## config.mk

```make
export PLATFORM = sky130hd
export DESIGN_NAME = ebpf_to_x86_64_translator_core
export DESIGN_NICKNAME = d
export VERILOG_FILES = /design/src/rtl/ebpfx86_pkg.sv /design/src/rtl/ebpfx86_front.sv /design/src/rtl/ebpfx86_queue.sv /design/src/rtl/ebpfx86_back.sv /design/src/rtl/ebpf_to_x86_64_translator_core.sv
export VERILOG_INCLUDE_DIRS = /design/src /design/src/rtl
export SDC_FILE = /design/constraint.sdc
export NUM_CORES = 1
export LEC_CHECK = 0
export ABC_AREA = 1
export BUFFER_PORTS_ARGS = -buffer_cell sky130_fd_sc_hd__clkbuf_2
export CAP_MARGIN = 20
export CORE_ASPECT_RATIO = 0.75
export CORE_MARGIN = 2
export CORE_UTILIZATION = 56
export CTS_CLUSTER_SIZE = 20
export DETAILED_ROUTE_END_ITERATION = 10
export HOLD_SLACK_MARGIN = 0.1
export PLACE_DENSITY = 0.78
export SLEW_MARGIN = 5
export SYNTH_ARGS = -nofsm -noshare
export SYNTH_HDL_FRONTEND = slang
export SYNTH_HIERARCHICAL = 1
export SYNTH_SLANG_ARGS = --single-unit
```

## constraint.sdc

```tcl
create_clock -name clk -period 7 [get_ports clk]
set_input_delay 1.4 -clock clk [delete_from_list [all_inputs] [get_ports clk]]
set_output_delay 1.4 -clock clk [all_outputs]
set_load 0.1 [all_outputs]
```

## src/rtl/assert_macros.svh

```systemverilog
// Assertion macros shared by the translator modules.
// Depends on nothing; included by the files that check their own logic.
`ifndef ASSERT_MACROS_SVH
`define ASSERT_MACROS_SVH

// Checks a property on every clock edge while reset is released.
`define EBPF_ASSERT(lbl, clk, rstn, prop) \
  lbl: assert property (@(posedge clk) disable iff (!(rstn)) (prop)) \
    else $error("translator check failed");

// Checks that a condition on one edge implies another on the next edge.
`define EBPF_ASSERT_NEXT(lbl, clk, rstn, ante, cons) \
  lbl: assert property (@(posedge clk) disable iff (!(rstn)) (ante) |=> (cons)) \
    else $error("translator sequence check failed");

`endif

```

## src/rtl/ebpfx86_pkg.sv

```systemverilog
// Shared types, codes, byte tables and encoding helpers for the translator.
// Depends on nothing; imported by every module of the block.
package ebpfx86_pkg;

  // Item kinds carried on the input user field.
  typedef enum logic [1:0] {
    OP_XLATE  = 2'd0,
    OP_START  = 2'd1,
    OP_FINISH = 2'd2
  } op_t;

  // Instruction classes and operation fields.
  localparam logic [2:0] CLS_LDX   = 3'h1;
  localparam logic [2:0] CLS_STX   = 3'h3;
  localparam logic [2:0] CLS_JMP   = 3'h5;
  localparam logic [2:0] CLS_ALU64 = 3'h7;
  localparam logic [3:0] OPF_ADD   = 4'h0;
  localparam logic [3:0] OPF_MOV   = 4'hB;
  localparam logic [3:0] OPF_JA    = 4'h0;
  localparam logic [3:0] OPF_EXIT  = 4'h9;
  localparam logic [1:0] SIZE_DW   = 2'b11;
  localparam logic [7:0] WIDE_OPCODE = 8'h18;

  // x86-64 opcode bytes.
  localparam logic [7:0] X_REX_W     = 8'h48;
  localparam logic [7:0] X_MOV_RM_R  = 8'h89;
  localparam logic [7:0] X_MOV_RM_I  = 8'hC7;
  localparam logic [7:0] X_ADD_RM_I  = 8'h81;
  localparam logic [7:0] X_ADD_RM_R  = 8'h01;
  localparam logic [7:0] X_MOV_R_RM  = 8'h8B;
  localparam logic [7:0] X_MOV_R_IMM = 8'hB8;
  localparam logic [7:0] X_JMP_REL32 = 8'hE9;

  localparam int MAX_BYTES     = 11;
  localparam int PROLOGUE_LEN  = 11;
  localparam int EPILOGUE_LEN  = 9;
  localparam int Q_DEPTH_DEFAULT = 2;

  localparam logic [7:0] PROLOGUE [PROLOGUE_LEN] =
    '{8'h55, 8'h48, 8'h89, 8'hE5, 8'h53, 8'h41, 8'h55, 8'h41, 8'h56, 8'h41, 8'h57};
  localparam logic [7:0] EPILOGUE [EPILOGUE_LEN] =
    '{8'h41, 8'h5F, 8'h41, 8'h5E, 8'h41, 8'h5D, 8'h5B, 8'h5D, 8'hC3};

  localparam logic [3:0] REG_MAP [11] =
    '{4'd0, 4'd7, 4'd6, 4'd2, 4'd1, 4'd8, 4'd3, 4'd13, 4'd14, 4'd15, 4'd5};

  // One decoded instruction: byte 0 goes out first.
  typedef struct packed {
    logic [3:0]            count;
    logic [MAX_BYTES-1:0][7:0] bytes;
  } desc_t;

  // Queue status seen by the front and the back.
  typedef struct packed {
    logic full;
    logic not_empty;
  } q_status_t;

  // Maps an eBPF register number to an x86-64 register code.
  function automatic logic [3:0] map_reg(input logic [3:0] idx);
    logic [3:0] code;
    code = 4'd0;
    if (idx <= 4'd10) begin
      code = REG_MAP[idx];
    end
    return code;
  endfunction

  function automatic logic [7:0] rex_byte(input logic [3:0] r, input logic [3:0] b);
    return X_REX_W | {5'd0, r[3], 1'b0, b[3]};
  endfunction

  function automatic logic [7:0] modrm(input logic [1:0] md, input logic [3:0] r,
                                       input logic [3:0] rm);
    return {md, r[2:0], rm[2:0]};
  endfunction

endpackage

```

## src/rtl/ebpfx86_front.sv

```systemverilog
// Front end: accepts instructions, tracks the wide-load state and decodes
// each item into a byte descriptor for the queue. Uses ebpfx86_pkg.
`include "assert_macros.svh"

module ebpfx86_front (
  input  logic                     clk,
  input  logic                     rst_n,
  input  logic                     in_tvalid,
  output logic                     in_tready,
  input  logic [63:0]              in_tdata,   // opcode, dst_index, src_index, offset, immediate
  input  logic [1:0]               in_tuser,   // op
  input  ebpfx86_pkg::q_status_t   q_stat,
  output logic                     push,
  output ebpfx86_pkg::desc_t       push_desc
);
  import ebpfx86_pkg::*;

  logic [7:0]  opcode;
  logic [3:0]  dst;
  logic [3:0]  src;
  logic [7:0]  off8;
  logic [31:0] imm;
  logic [2:0]  cls;
  logic [3:0]  opf;
  logic        accept;
  desc_t       desc;

  logic        wide_pending_r, wide_pending_nxt;
  logic [31:0] wide_low_r, wide_low_nxt;
  logic [3:0]  wide_tgt_r, wide_tgt_nxt;

  // Field unpacking and register mapping.
  assign opcode = in_tdata[7:0];
  assign dst    = map_reg(in_tdata[11:8]);
  assign src    = map_reg(in_tdata[15:12]);
  assign off8   = in_tdata[23:16];
  assign imm    = in_tdata[63:32];
  assign cls    = opcode[2:0];
  assign opf    = opcode[7:4];

  assign in_tready = !q_stat.full;
  assign accept    = in_tvalid && in_tready;

  // Instruction decode into bytes and a byte count.
  always_comb begin
    desc             = '0;
    wide_pending_nxt = wide_pending_r;
    wide_low_nxt     = wide_low_r;
    wide_tgt_nxt     = wide_tgt_r;
    case (op_t'(in_tuser))
      OP_START: begin
        wide_pending_nxt = 1'b0;
        for (int i = 0; i < PROLOGUE_LEN; i++) begin
          desc.bytes[i] = PROLOGUE[i];
        end
        desc.count = 4'(PROLOGUE_LEN);
      end
      OP_FINISH: begin
        wide_pending_nxt = 1'b0;
        for (int i = 0; i < EPILOGUE_LEN; i++) begin
          desc.bytes[i] = EPILOGUE[i];
        end
        desc.count = 4'(EPILOGUE_LEN);
      end
      OP_XLATE: begin
        if (wide_pending_r) begin
          // Second half of a wide load: movabs with both halves.
          wide_pending_nxt = 1'b0;
          desc.bytes[0] = rex_byte(4'd0, wide_tgt_r);
          desc.bytes[1] = X_MOV_R_IMM | {5'd0, wide_tgt_r[2:0]};
          desc.bytes[2] = wide_low_r[7:0];
          desc.bytes[3] = wide_low_r[15:8];
          desc.bytes[4] = wide_low_r[23:16];
          desc.bytes[5] = wide_low_r[31:24];
          desc.bytes[6] = imm[7:0];
          desc.bytes[7] = imm[15:8];
          desc.bytes[8] = imm[23:16];
          desc.bytes[9] = imm[31:24];
          desc.count    = 4'd10;
        end else if (cls == CLS_ALU64 && (opf inside {OPF_MOV, OPF_ADD})) begin
          if (opcode[3]) begin
            desc.bytes[0] = rex_byte(src, dst);
            desc.bytes[1] = (opf == OPF_MOV) ? X_MOV_RM_R : X_ADD_RM_R;
            desc.bytes[2] = modrm(2'd3, src, dst);
            desc.count    = 4'd3;
          end else begin
            desc.bytes[0] = rex_byte(4'd0, dst);
            desc.bytes[1] = (opf == OPF_MOV) ? X_MOV_RM_I : X_ADD_RM_I;
            desc.bytes[2] = modrm(2'd3, 4'd0, dst);
            desc.bytes[3] = imm[7:0];
            desc.bytes[4] = imm[15:8];
            desc.bytes[5] = imm[23:16];
            desc.bytes[6] = imm[31:24];
            desc.count    = 4'd7;
          end
        end else if (cls == CLS_JMP && opf == OPF_EXIT) begin
          for (int i = 0; i < EPILOGUE_LEN; i++) begin
            desc.bytes[i] = EPILOGUE[i];
          end
          desc.count = 4'(EPILOGUE_LEN);
        end else if (cls == CLS_JMP && opf == OPF_JA) begin
          // Jump with a zero displacement; the remaining bytes stay zero.
          desc.bytes[0] = X_JMP_REL32;
          desc.count    = 4'd5;
        end else if (opcode == WIDE_OPCODE) begin
          wide_pending_nxt = 1'b1;
          wide_low_nxt     = imm;
          wide_tgt_nxt     = dst;
        end else if (cls == CLS_STX && opcode[4:3] == SIZE_DW) begin
          desc.bytes[0] = rex_byte(src, dst);
          desc.bytes[1] = X_MOV_RM_R;
          desc.bytes[2] = modrm(2'd1, src, dst);
          desc.bytes[3] = off8;
          desc.count    = 4'd4;
        end else if (cls == CLS_LDX && opcode[4:3] == SIZE_DW) begin
          desc.bytes[0] = rex_byte(dst, src);
          desc.bytes[1] = X_MOV_R_RM;
          desc.bytes[2] = modrm(2'd1, dst, src);
          desc.bytes[3] = off8;
          desc.count    = 4'd4;
        end
      end
      default: begin
        // Reserved kind: no bytes and no state change.
        desc = '0;
      end
    endcase
  end

  // Items that produce no bytes are not queued.
  assign push      = accept && (desc.count != 4'd0);
  assign push_desc = desc;

  // Wide-load state.
  always_ff @(posedge clk) begin
    if (!rst_n) begin
      wide_pending_r <= 1'b0;
      wide_low_r     <= '0;
      wide_tgt_r     <= '0;
    end else if (accept) begin
      wide_pending_r <= wide_pending_nxt;
      wide_low_r     <= wide_low_nxt;
      wide_tgt_r     <= wide_tgt_nxt;
    end
  end

  `EBPF_ASSERT_NEXT(a_start_clears_wide, clk, rst_n,
    accept && (in_tuser == OP_START || in_tuser == OP_FINISH), !wide_pending_r)
  `EBPF_ASSERT_NEXT(a_wide_set_by_wide_op, clk, rst_n,
    accept && !wide_pending_r && in_tuser == OP_XLATE && opcode == WIDE_OPCODE,
    wide_pending_r)

endmodule

```

## src/rtl/ebpfx86_queue.sv

```systemverilog
// Short descriptor queue between the decoding front and the byte back end.
// Uses ebpfx86_pkg for the descriptor and status types.
`include "assert_macros.svh"

module ebpfx86_queue #(
  parameter int DEPTH = ebpfx86_pkg::Q_DEPTH_DEFAULT
) (
  input  logic                   clk,
  input  logic                   rst_n,
  input  logic                   push,
  input  ebpfx86_pkg::desc_t     push_desc,
  input  logic                   pop,
  output ebpfx86_pkg::desc_t     pop_desc,
  output ebpfx86_pkg::q_status_t q_stat
);
  import ebpfx86_pkg::*;

  localparam int PTR_W = $clog2(DEPTH);
  localparam int CNT_W = $clog2(DEPTH + 1);

  desc_t            store_r [DEPTH];
  logic [PTR_W-1:0] wr_ptr_r, wr_ptr_nxt;
  logic [PTR_W-1:0] rd_ptr_r, rd_ptr_nxt;
  logic [CNT_W-1:0] count_r, count_nxt;
  logic             do_push;
  logic             do_pop;

  assign q_stat.full      = (count_r == CNT_W'(DEPTH));
  assign q_stat.not_empty = (count_r != '0);
  assign do_push  = push && !q_stat.full;
  assign do_pop   = pop && q_stat.not_empty;
  assign pop_desc = store_r[rd_ptr_r];

  // Pointer and fill-count update.
  always_comb begin
    wr_ptr_nxt = wr_ptr_r;
    rd_ptr_nxt = rd_ptr_r;
    count_nxt  = count_r;
    if (do_push) begin
      wr_ptr_nxt = (wr_ptr_r == PTR_W'(DEPTH - 1)) ? '0 : wr_ptr_r + 1'b1;
    end
    if (do_pop) begin
      rd_ptr_nxt = (rd_ptr_r == PTR_W'(DEPTH - 1)) ? '0 : rd_ptr_r + 1'b1;
    end
    if (do_push && !do_pop) begin
      count_nxt = count_r + 1'b1;
    end else if (do_pop && !do_push) begin
      count_nxt = count_r - 1'b1;
    end
  end

  always_ff @(posedge clk) begin
    if (!rst_n) begin
      wr_ptr_r <= '0;
      rd_ptr_r <= '0;
      count_r  <= '0;
    end else begin
      wr_ptr_r <= wr_ptr_nxt;
      rd_ptr_r <= rd_ptr_nxt;
      count_r  <= count_nxt;
    end
  end

  // Entry storage carries no reset.
  always_ff @(posedge clk) begin
    if (do_push) begin
      store_r[wr_ptr_r] <= push_desc;
    end
  end

  `EBPF_ASSERT(a_no_push_when_full, clk, rst_n, !(push && q_stat.full))
  `EBPF_ASSERT(a_count_in_range, clk, rst_n, count_r <= CNT_W'(DEPTH))

endmodule

```

## src/rtl/ebpfx86_back.sv

```systemverilog
// Back end: takes descriptors from the queue and shifts their bytes out
// one per cycle while out_tready is high, from a registered output stage. Uses ebpfx86_pkg.
`include "assert_macros.svh"

module ebpfx86_back (
  input  logic                   clk,
  input  logic                   rst_n,
  input  ebpfx86_pkg::q_status_t q_stat,
  input  ebpfx86_pkg::desc_t     pop_desc,
  output logic                   pop,
  output logic                   out_tvalid,
  input  logic                   out_tready,
  output logic [7:0]             out_tdata,  // code_byte
  output logic                   out_tlast   // last
);
  import ebpfx86_pkg::*;

  logic [MAX_BYTES-1:0][7:0] cur_bytes_r, cur_bytes_nxt;
  logic [3:0]                cur_cnt_r, cur_cnt_nxt;
  logic                      fire;
  logic                      need_load;

  assign out_tvalid = (cur_cnt_r != 4'd0);
  assign out_tdata  = cur_bytes_r[0];
  assign out_tlast  = (cur_cnt_r == 4'd1);
  assign fire       = out_tvalid && out_tready;

  // Load a new descriptor when the stage is empty or its final byte leaves.
  assign need_load = !out_tvalid || (fire && out_tlast);
  assign pop       = need_load && q_stat.not_empty;

  always_comb begin
    cur_bytes_nxt = cur_bytes_r;
    cur_cnt_nxt   = cur_cnt_r;
    if (pop) begin
      cur_bytes_nxt = pop_desc.bytes;
      cur_cnt_nxt   = pop_desc.count;
    end else if (need_load) begin
      cur_cnt_nxt = 4'd0;
    end else if (fire) begin
      cur_bytes_nxt = cur_bytes_r >> 8;
      cur_cnt_nxt   = cur_cnt_r - 4'd1;
    end
  end

  always_ff @(posedge clk) begin
    if (!rst_n) begin
      cur_cnt_r <= 4'd0;
    end else begin
      cur_cnt_r <= cur_cnt_nxt;
    end
  end

  // Byte payload carries no reset.
  always_ff @(posedge clk) begin
    cur_bytes_r <= cur_bytes_nxt;
  end

  `EBPF_ASSERT_NEXT(a_count_steps_down, clk, rst_n,
    fire && cur_cnt_r > 4'd1, cur_cnt_r == $past(cur_cnt_r) - 4'd1)

endmodule

```

## src/rtl/ebpf_to_x86_64_translator_core.sv

```systemverilog
// Translator top level: eBPF instructions in, x86-64 code bytes out.
// A new instruction is accepted every cycle while the descriptor queue has room.
// The first byte of an item is offered once it has passed through the descriptor queue and been
// loaded into the back end's output register; an item of n bytes (3 to 11) is sent one byte per
// cycle while out_tready is high, from the back end's shift register, which sets throughput.
// Synchronous active-low reset empties the queue and output and clears wide-load state.
module ebpf_to_x86_64_translator_core #(
  parameter int QUEUE_DEPTH = ebpfx86_pkg::Q_DEPTH_DEFAULT
) (
  input  logic        clk,
  input  logic        rst_n,
  input  logic        in_tvalid,
  output logic        in_tready,
  input  logic [63:0] in_tdata,   // opcode[7:0], dst_index[11:8], src_index[15:12],
                                  // offset[31:16], immediate[63:32]
  input  logic [1:0]  in_tuser,   // op
  output logic        out_tvalid,
  input  logic        out_tready,
  output logic [7:0]  out_tdata,  // code_byte
  output logic        out_tlast   // last
);
  import ebpfx86_pkg::*;

  q_status_t q_stat;
  desc_t     push_desc;
  desc_t     pop_desc;
  logic      push;
  logic      pop;

  // Decode side.
  ebpfx86_front u_front (
    .clk       (clk),
    .rst_n     (rst_n),
    .in_tvalid (in_tvalid),
    .in_tready (in_tready),
    .in_tdata  (in_tdata),
    .in_tuser  (in_tuser),
    .q_stat    (q_stat),
    .push      (push),
    .push_desc (push_desc)
  );

  // Decoupling queue.
  ebpfx86_queue #(
    .DEPTH (QUEUE_DEPTH)
  ) u_queue (
    .clk       (clk),
    .rst_n     (rst_n),
    .push      (push),
    .push_desc (push_desc),
    .pop       (pop),
    .pop_desc  (pop_desc),
    .q_stat    (q_stat)
  );

  // Byte emission side.
  ebpfx86_back u_back (
    .clk        (clk),
    .rst_n      (rst_n),
    .q_stat     (q_stat),
    .pop_desc   (pop_desc),
    .pop        (pop),
    .out_tvalid (out_tvalid),
    .out_tready (out_tready),
    .out_tdata  (out_tdata),
    .out_tlast  (out_tlast)
  );

endmodule
```

=== After elaboration in Yosys (flattened, before gate mapping) ===
Memories as Yosys holds them, arrays and structs flattened. A register that Yosys moved wholly into a read port is not among the register bits.
Cells that the tools add are included.

* Bits in registers: 133
* Bits in writable memories: 182
* Memory bits (read-only): 128
* Bits of input ports: 70
* Output and inout port bits: 11
* Logic and storage cells: 135
* Memories: 3

{| class="wikitable"
|+ Memory list
! name !! words !! width !! rd ports !! clocked after Yosys merged registers in !! wr ports !! line !! text
|-
| u_queue.store_r || 2 || 91 || 1 || 1 || 1 || ebpfx86_queue.sv:21 || <nowiki>desc_t store_r [DEPTH];</nowiki>
|-
| (no name shown) || 16 || 4 || 1 || 0 || 0 || ebpfx86_pkg.sv:64 || <nowiki>code = REG_MAP[idx];</nowiki>
|-
| (no name shown) || 16 || 4 || 1 || 0 || 0 || ebpfx86_pkg.sv:64 ||
|}

* $add $sub $neg: 5
* Magnitude comparators: 4
* Eq/ne operators: 13
* Multiplexer cells: 53
* Bitwise gates (word level): 6
* Reduce and logical (&&, ||, !) cells: 33

{| class="wikitable"
|+ Operator list
! cell !! number
|-
| $mux 88 || 3
|-
| $pmux 72 s3 || 1
|-
| $mux 32 || 5
|-
| $mux 72 || 1
|-
| $mux 4 || 14
|-
| $mux 56 || 1
|-
| $mux 40 || 1
|-
| $mux 24 || 1
|-
| $mux 8 || 3
|-
| $mux 22 || 1
|-
| $mux 16 || 1
|-
| $pmux 8 s2 || 1
|-
| $logic_and 1x1->1 || 14
|-
| $mux 7 || 2
|-
| $pmux 4 s3 || 1
|-
| $mux 1 || 11
|-
| $ge 5x5->1 const B || 2
|-
| $not 4->5 || 2
|-
| $reduce_bool 2->1 || 5
|-
| $mux 3 || 3
|-
| $eq 4x4->1 const B || 2
|-
| $eq 8x5->1 const B || 1
|-
| $le 4x4->1 const B || 2
|-
| $reduce_bool 4->1 || 2
|-
| 22 further kinds || 34
|}

=== Depth between registers and ports, before layout ===
* Depth after elaboration: 17
* Mapped depth: 19
* Depth with buffers taken out: 19

=== Modules after synthesis ===
Netlist, hierarchy kept.

{| class="wikitable"
|+ By module, submodules not included
! module !! instances !! cells each !! area an instance (um2) !! seq. area each (um2)
|-
| ebpfx86_queue || 1 || 323 || 7283.2 || 5625.4
|-
| ebpfx86_back || 1 || 420 || 4106.4 || 2722.6
|-
| ebpfx86_front || 1 || 646 || 3648.5 || 740.7
|}

=== Worst setup path before layout ===
No wires, ideal clock.

* Path type: input-to-reg
* Start: input in_tdata[7]
* End: memory u_queue/store_r[0][0] in the netlist's numbering (enable)
* Setup time: 543 ps
* Data arrival time: 6207 ps
* Required time: 6457 ps
* Setup slack: 250 ps
* Stages on the path: 11
* Path buffers: 0
* Path through: nor2_1 nand2_1 nor2_1 inv_2 nand2_1 nor2_1 nand3_1 nand2_1 nor2_1 o21ai_2 nor2_1

* Cells in the longest elaborated chain, start to end: 12
* Elaborated cells on any way between the ends: 19
* Classes of those cells: eq/ne: 3; mux: 8; reduce/logical: 8

{| class="wikitable"
|+ RTL lines
! item !! line !! text
|-
| start, declared || ebpf_to_x86_64_translator_core.sv:14 || <nowiki>input logic [63:0] in_tdata,</nowiki>
|-
| $eq 8x5->1 / $logic_not 4->1 (equally long branches) || ebpfx86_front.sv:105, ebpfx86_front.sv:80, ebpfx86_front.sv:101 ||
|-
| $mux 4 / $logic_and 1x1->1 (equally long branches) || ebpfx86_front.sv:105, ebpfx86_front.sv:101 ||
|-
| $mux 4 || ebpfx86_front.sv:101 || <nowiki>end else if (cls == CLS_JMP && opf == OPF_JA) begin</nowiki>
|-
| $mux 4 || ebpfx86_front.sv:96 || <nowiki>end else if (cls == CLS_JMP && opf == OPF_EXIT) begin</nowiki>
|-
| $mux 4 * || ebpfx86_front.sv:80 || <nowiki>end else if (cls == CLS_ALU64 && (opf inside {OPF_MOV, OPF_ADD})) begin</nowiki>
|-
| $mux 4 * || ebpfx86_front.sv:66 || <nowiki>if (wide_pending_r) begin</nowiki>
|-
| $pmux 4 s3 * || ebpfx86_front.sv:50 || <nowiki>case (op_t'(in_tuser))</nowiki>
|-
| $reduce_bool 4->1 * || ebpfx86_front.sv:131 || <nowiki>assign push = accept && (desc.count != 4'd0);</nowiki>
|-
| $logic_and 1x1->1 * || ebpfx86_front.sv:131 ||
|-
| net push || ebpf_to_x86_64_translator_core.sv:27 || <nowiki>logic push;</nowiki>
|-
| $logic_and 1x1->1 * || ebpfx86_queue.sv:30 || <nowiki>assign do_push = push && !q_stat.full;</nowiki>
|-
| $mux 1 * || ebpfx86_queue.sv:66 || <nowiki>if (do_push) begin</nowiki>
|-
| $mux 1 (implied by the code) * || ebpfx86_queue.sv:67 || <nowiki>store_r[wr_ptr_r] <= push_desc;</nowiki>
|-
| end, declared || ebpfx86_queue.sv:21 ||
|}

Mark *: on every way through the listed nets, which the timed path passes. The rest lies on a longest branch.

=== Final worst setup path ===
* Start: input in_tdata[7]
* End: memory u_queue/store_r[1][26] in the netlist's numbering (enable)

The elaborated chain is that of the path after synthesis.

==> impl_metrics.yaml <==
clock_tree:
  clock_sinks: 318
  cts_tree: "done"
  cts_buffers: 29
  clock_path_buffers: 3
  htree_num_levels: 1
  clk_latency_ns: 0.56
  cts-resized-gates: 0
  cts-root-buf: "clkbuf_16"
  clk_pin_slew_worst_paths_ns: 0.06
  post-cts-setup-buffer-count: 0
  postCtsHoldBufs: 0
floorplan:
  die_w_um: 193
  start_util_pct: 57.5
  die-area_um2: 28200
  rows: 51
  io_pins: 81
  core-area_um2: 26200
  die_y_um: 146
power_and_ir_drop:
  ir_drop_uv: 323
  powerDensity_nw_per_um2: 408
  power.leakage_nw: 6.60
setup_path:
  slowest_stage: "a21boi_1"
  critPathLaunchType: "input pin"
  crit_path_frequent_cell: "nor2_1"
  cp-end-kind: "flip-flop"
  cp_max_fo: 46
  critPathBufInv: 2
  crit_required_ns: 7.17
  crit_path_cell_trace: "clkbuf_2 > nor2_1 > nand2_1 > a21boi_1 > nor2_1 > nand3_1 > nand2_1 > nor2_1 > o21ai_2 > nor2_4 > buf_4"
  path_class: "in -> reg"
  critPathTopFamily: "simple AND/OR/NAND/NOR gates"
  critical_path_arrival_ns: 4.14
  cp_slowest_stage_delay_ns: 0.84
routing:
  avgRoutedWirePerCell_um: 19.5
  via_per_inst: 5.70
  wl_um: 35000
  firstDrtPassIters: 6
  vias: 10200
  postRouteAntennaNets: 0
  drt_iter0_markers: 1171
  drcViolationCount: 0
global_route:
  grt_pass1_vias: 9560
  gr-total-overflow: 0
  grtUsageTotal_pct: 24.0
  grt_pass1_wl_um: 52700
  antenna_found_initial: 1
  grt_max_degree: 90
synth:
  synth_ff_type: "edfxtp_1"
  synth_enable_flop_cells: 272
  synth_top_area_share_pct: 54.3
  syn_area_per_cell_um2: 10.8
  ys_ff_latch: 318
  synth_largest_area_cell: "edfxtp_1"
  async_flop_share_pct: 0
  netlist_area_um2: 15000
  synth.distinct_cells: 39
  yosys_warnings: 6
  seq_area_frac_synth_pct: 60.4
  syn_inst: 1389
  synth_top_cells_by_area: "edfxtp_1, nand2_1, mux2_4"
timing:
  worst_pin_slew_ns: 1.08
  fmax_ghz: 0.252
  fin_skew_ns: 0.0226
  final.period_utilization_pct: 56.7
  hold_violations: 0
  whs_ns: 0.477
  slew_viol_final: 0
  max-slew-margin-rel_pct: 28.1
  rsz0062_at_grt: "no"
  setup_viol: 0
  finalSetupTns_ns: 0
  layout_min_cycle_time_ns: 3.97
placed_design:
  dp_hpwl_um: 22600
  portBuffers: 72
  globalplace.congestion: 0.920
outcome:
  outcome: "completed"
finish:
  syn_to_final_growth_pct: 7.56
  final_util_pct: 61.8
  antenna_cells: 0
  fin_nets: 1509
  layout-drive-gt1-share_pct: 16.7
flow_run:
  drv_cap: 0
hold_path:
  hold_class: "reg -> reg"
-- synth_stat cells (2+ instances only) --
master	instances
nand2_1	410
edfxtp_1	272
nor2_1	100
inv_1	96
nand3_1	84
mux2_4	80
a21oi_1	72
o21ai_0	49
dfxtp_1	46
buf_4	27
a31oi_1	17
buf_2	16
clkbuf_1	15
ha_1	14
buf_6	12
mux2_2	12
buf_12	8
o21ai_1	6
nor2_4	5
o21a_1	5
buf_1	4
inv_2	4
nand2_2	4
nor3_1	4
clkinv_1	3
nand4_1	3
nor2_2	3
o22ai_1	3
a21boi_1	2
nand2_4	2
o21bai_1	2
o31ai_1	2
-- worst reg2reg max path: cells and delay by family (launching register included) --
family | cells | cell delay (ns)
flops | 1 | 0.33
fa+ha+maj | 1 | 0.20
simple gates | 5 | 1.08
buf+inv | 3 | 1.58
-- power by group --
group | total, mW | internal (mW) | switching [mW]
Sequential | 2.99 | 2.83 | 0.162
Clock | 1.45 | 0.790 | 0.664
Combinational | 2.16 | 0.624 | 1.53
-- sequential cells by signal (all words and copies together) (netlist names), named ones only --
name	count
u_queue/rd_ptr_r	1
u_front/wide_tgt_r	4
u_queue/store_r	184
u_queue/wr_ptr_r	1
u_front/wide_low_r	32
u_back/cur_bytes_r	80
u_front/wide_pending_r	1
u_queue/count_r	2
u_back/out_tdata	8
u_back/cur_cnt_r	4
-- placed cells by master (no fill, tap or decap), drive strengths merged --
cell,n
mux2,92
a21boi,2
o21a,5
o22ai,3
conb,4
o211ai,1
ha,14
edfxtp,272
a31oi,17
o21ai,56
nand2,416
clkbuf,116
buf,12
nor3,5
clkinvlp,2
inv,100
o21bai,2
nor2,108
xnor2,1
nand4,3
clkinv,10
nand3b,1
o31ai,2
dfxtp,46
a21oi,72
nand3,85
-- through the flow --
step / cell area [µm²] / power (mW) / worst slack [ns] / std cells
floorplan: 15000 / 4.77 / 0.250 / 1392
detailed placement: 15300 / 5.18 / 2.59 / 1737
CTS: 16200 / 6.62 / 3.12 / 1790
global placement: 15300 / 5.11 / 2.64 / 1737
global route: 16200 / 6.92 / 2.84 / 1791
finish: 16200 / 6.60 / 3.03 / 1791
-- layer usage --
metal / global-route usage [%] / part of all wire (%) / vias to the layer above
li1: - / - / 4744
met1: 35.7 / 43 / 4816
met2: 34.8 / 42 / 574
met3: 6.44 / 12 / 74
met4: 6.76 / 2.6 / 0
met5: 0 / 0 / -
-- final timing paths --
path              slack (ns)  depth (start not counted)                     end              startpoint
setup / recovery        3.03                         11  u_queue/store_r[1][26]             in_tdata[7]
hold / removal          0.48                          2  u_front/wide_low_r[27]  u_front/wide_low_r[27]
setup reg to reg        3.64                          9     u_back/out_tdata[0]     u_back/cur_cnt_r[0]
hold reg to reg         0.48                          2  u_front/wide_low_r[27]  u_front/wide_low_r[27]
-- final cells by class --
type,instances,area (µm²)
fillers,2076,9990
flip-flops and latches,318,9090
multi-input cells,889,4950
clock buffers,44,802
inverters,103,387
repair buffers,84,463
well taps,344,430
clock inverters,9,53.8
-- kinds of logic after synthesis --
logic type	share of synthesized area, %
adders and majority gates	1.16
xor gates and xnor gates	0.0583
and+or+nand+nor	16.8
AOI/OAI and AO/OA	5.72
muxes	8.89
other	0.0249
buffers and inverters	6.89
DFF	60.4
No activity file was read; power rests on OpenSTA's default activity.
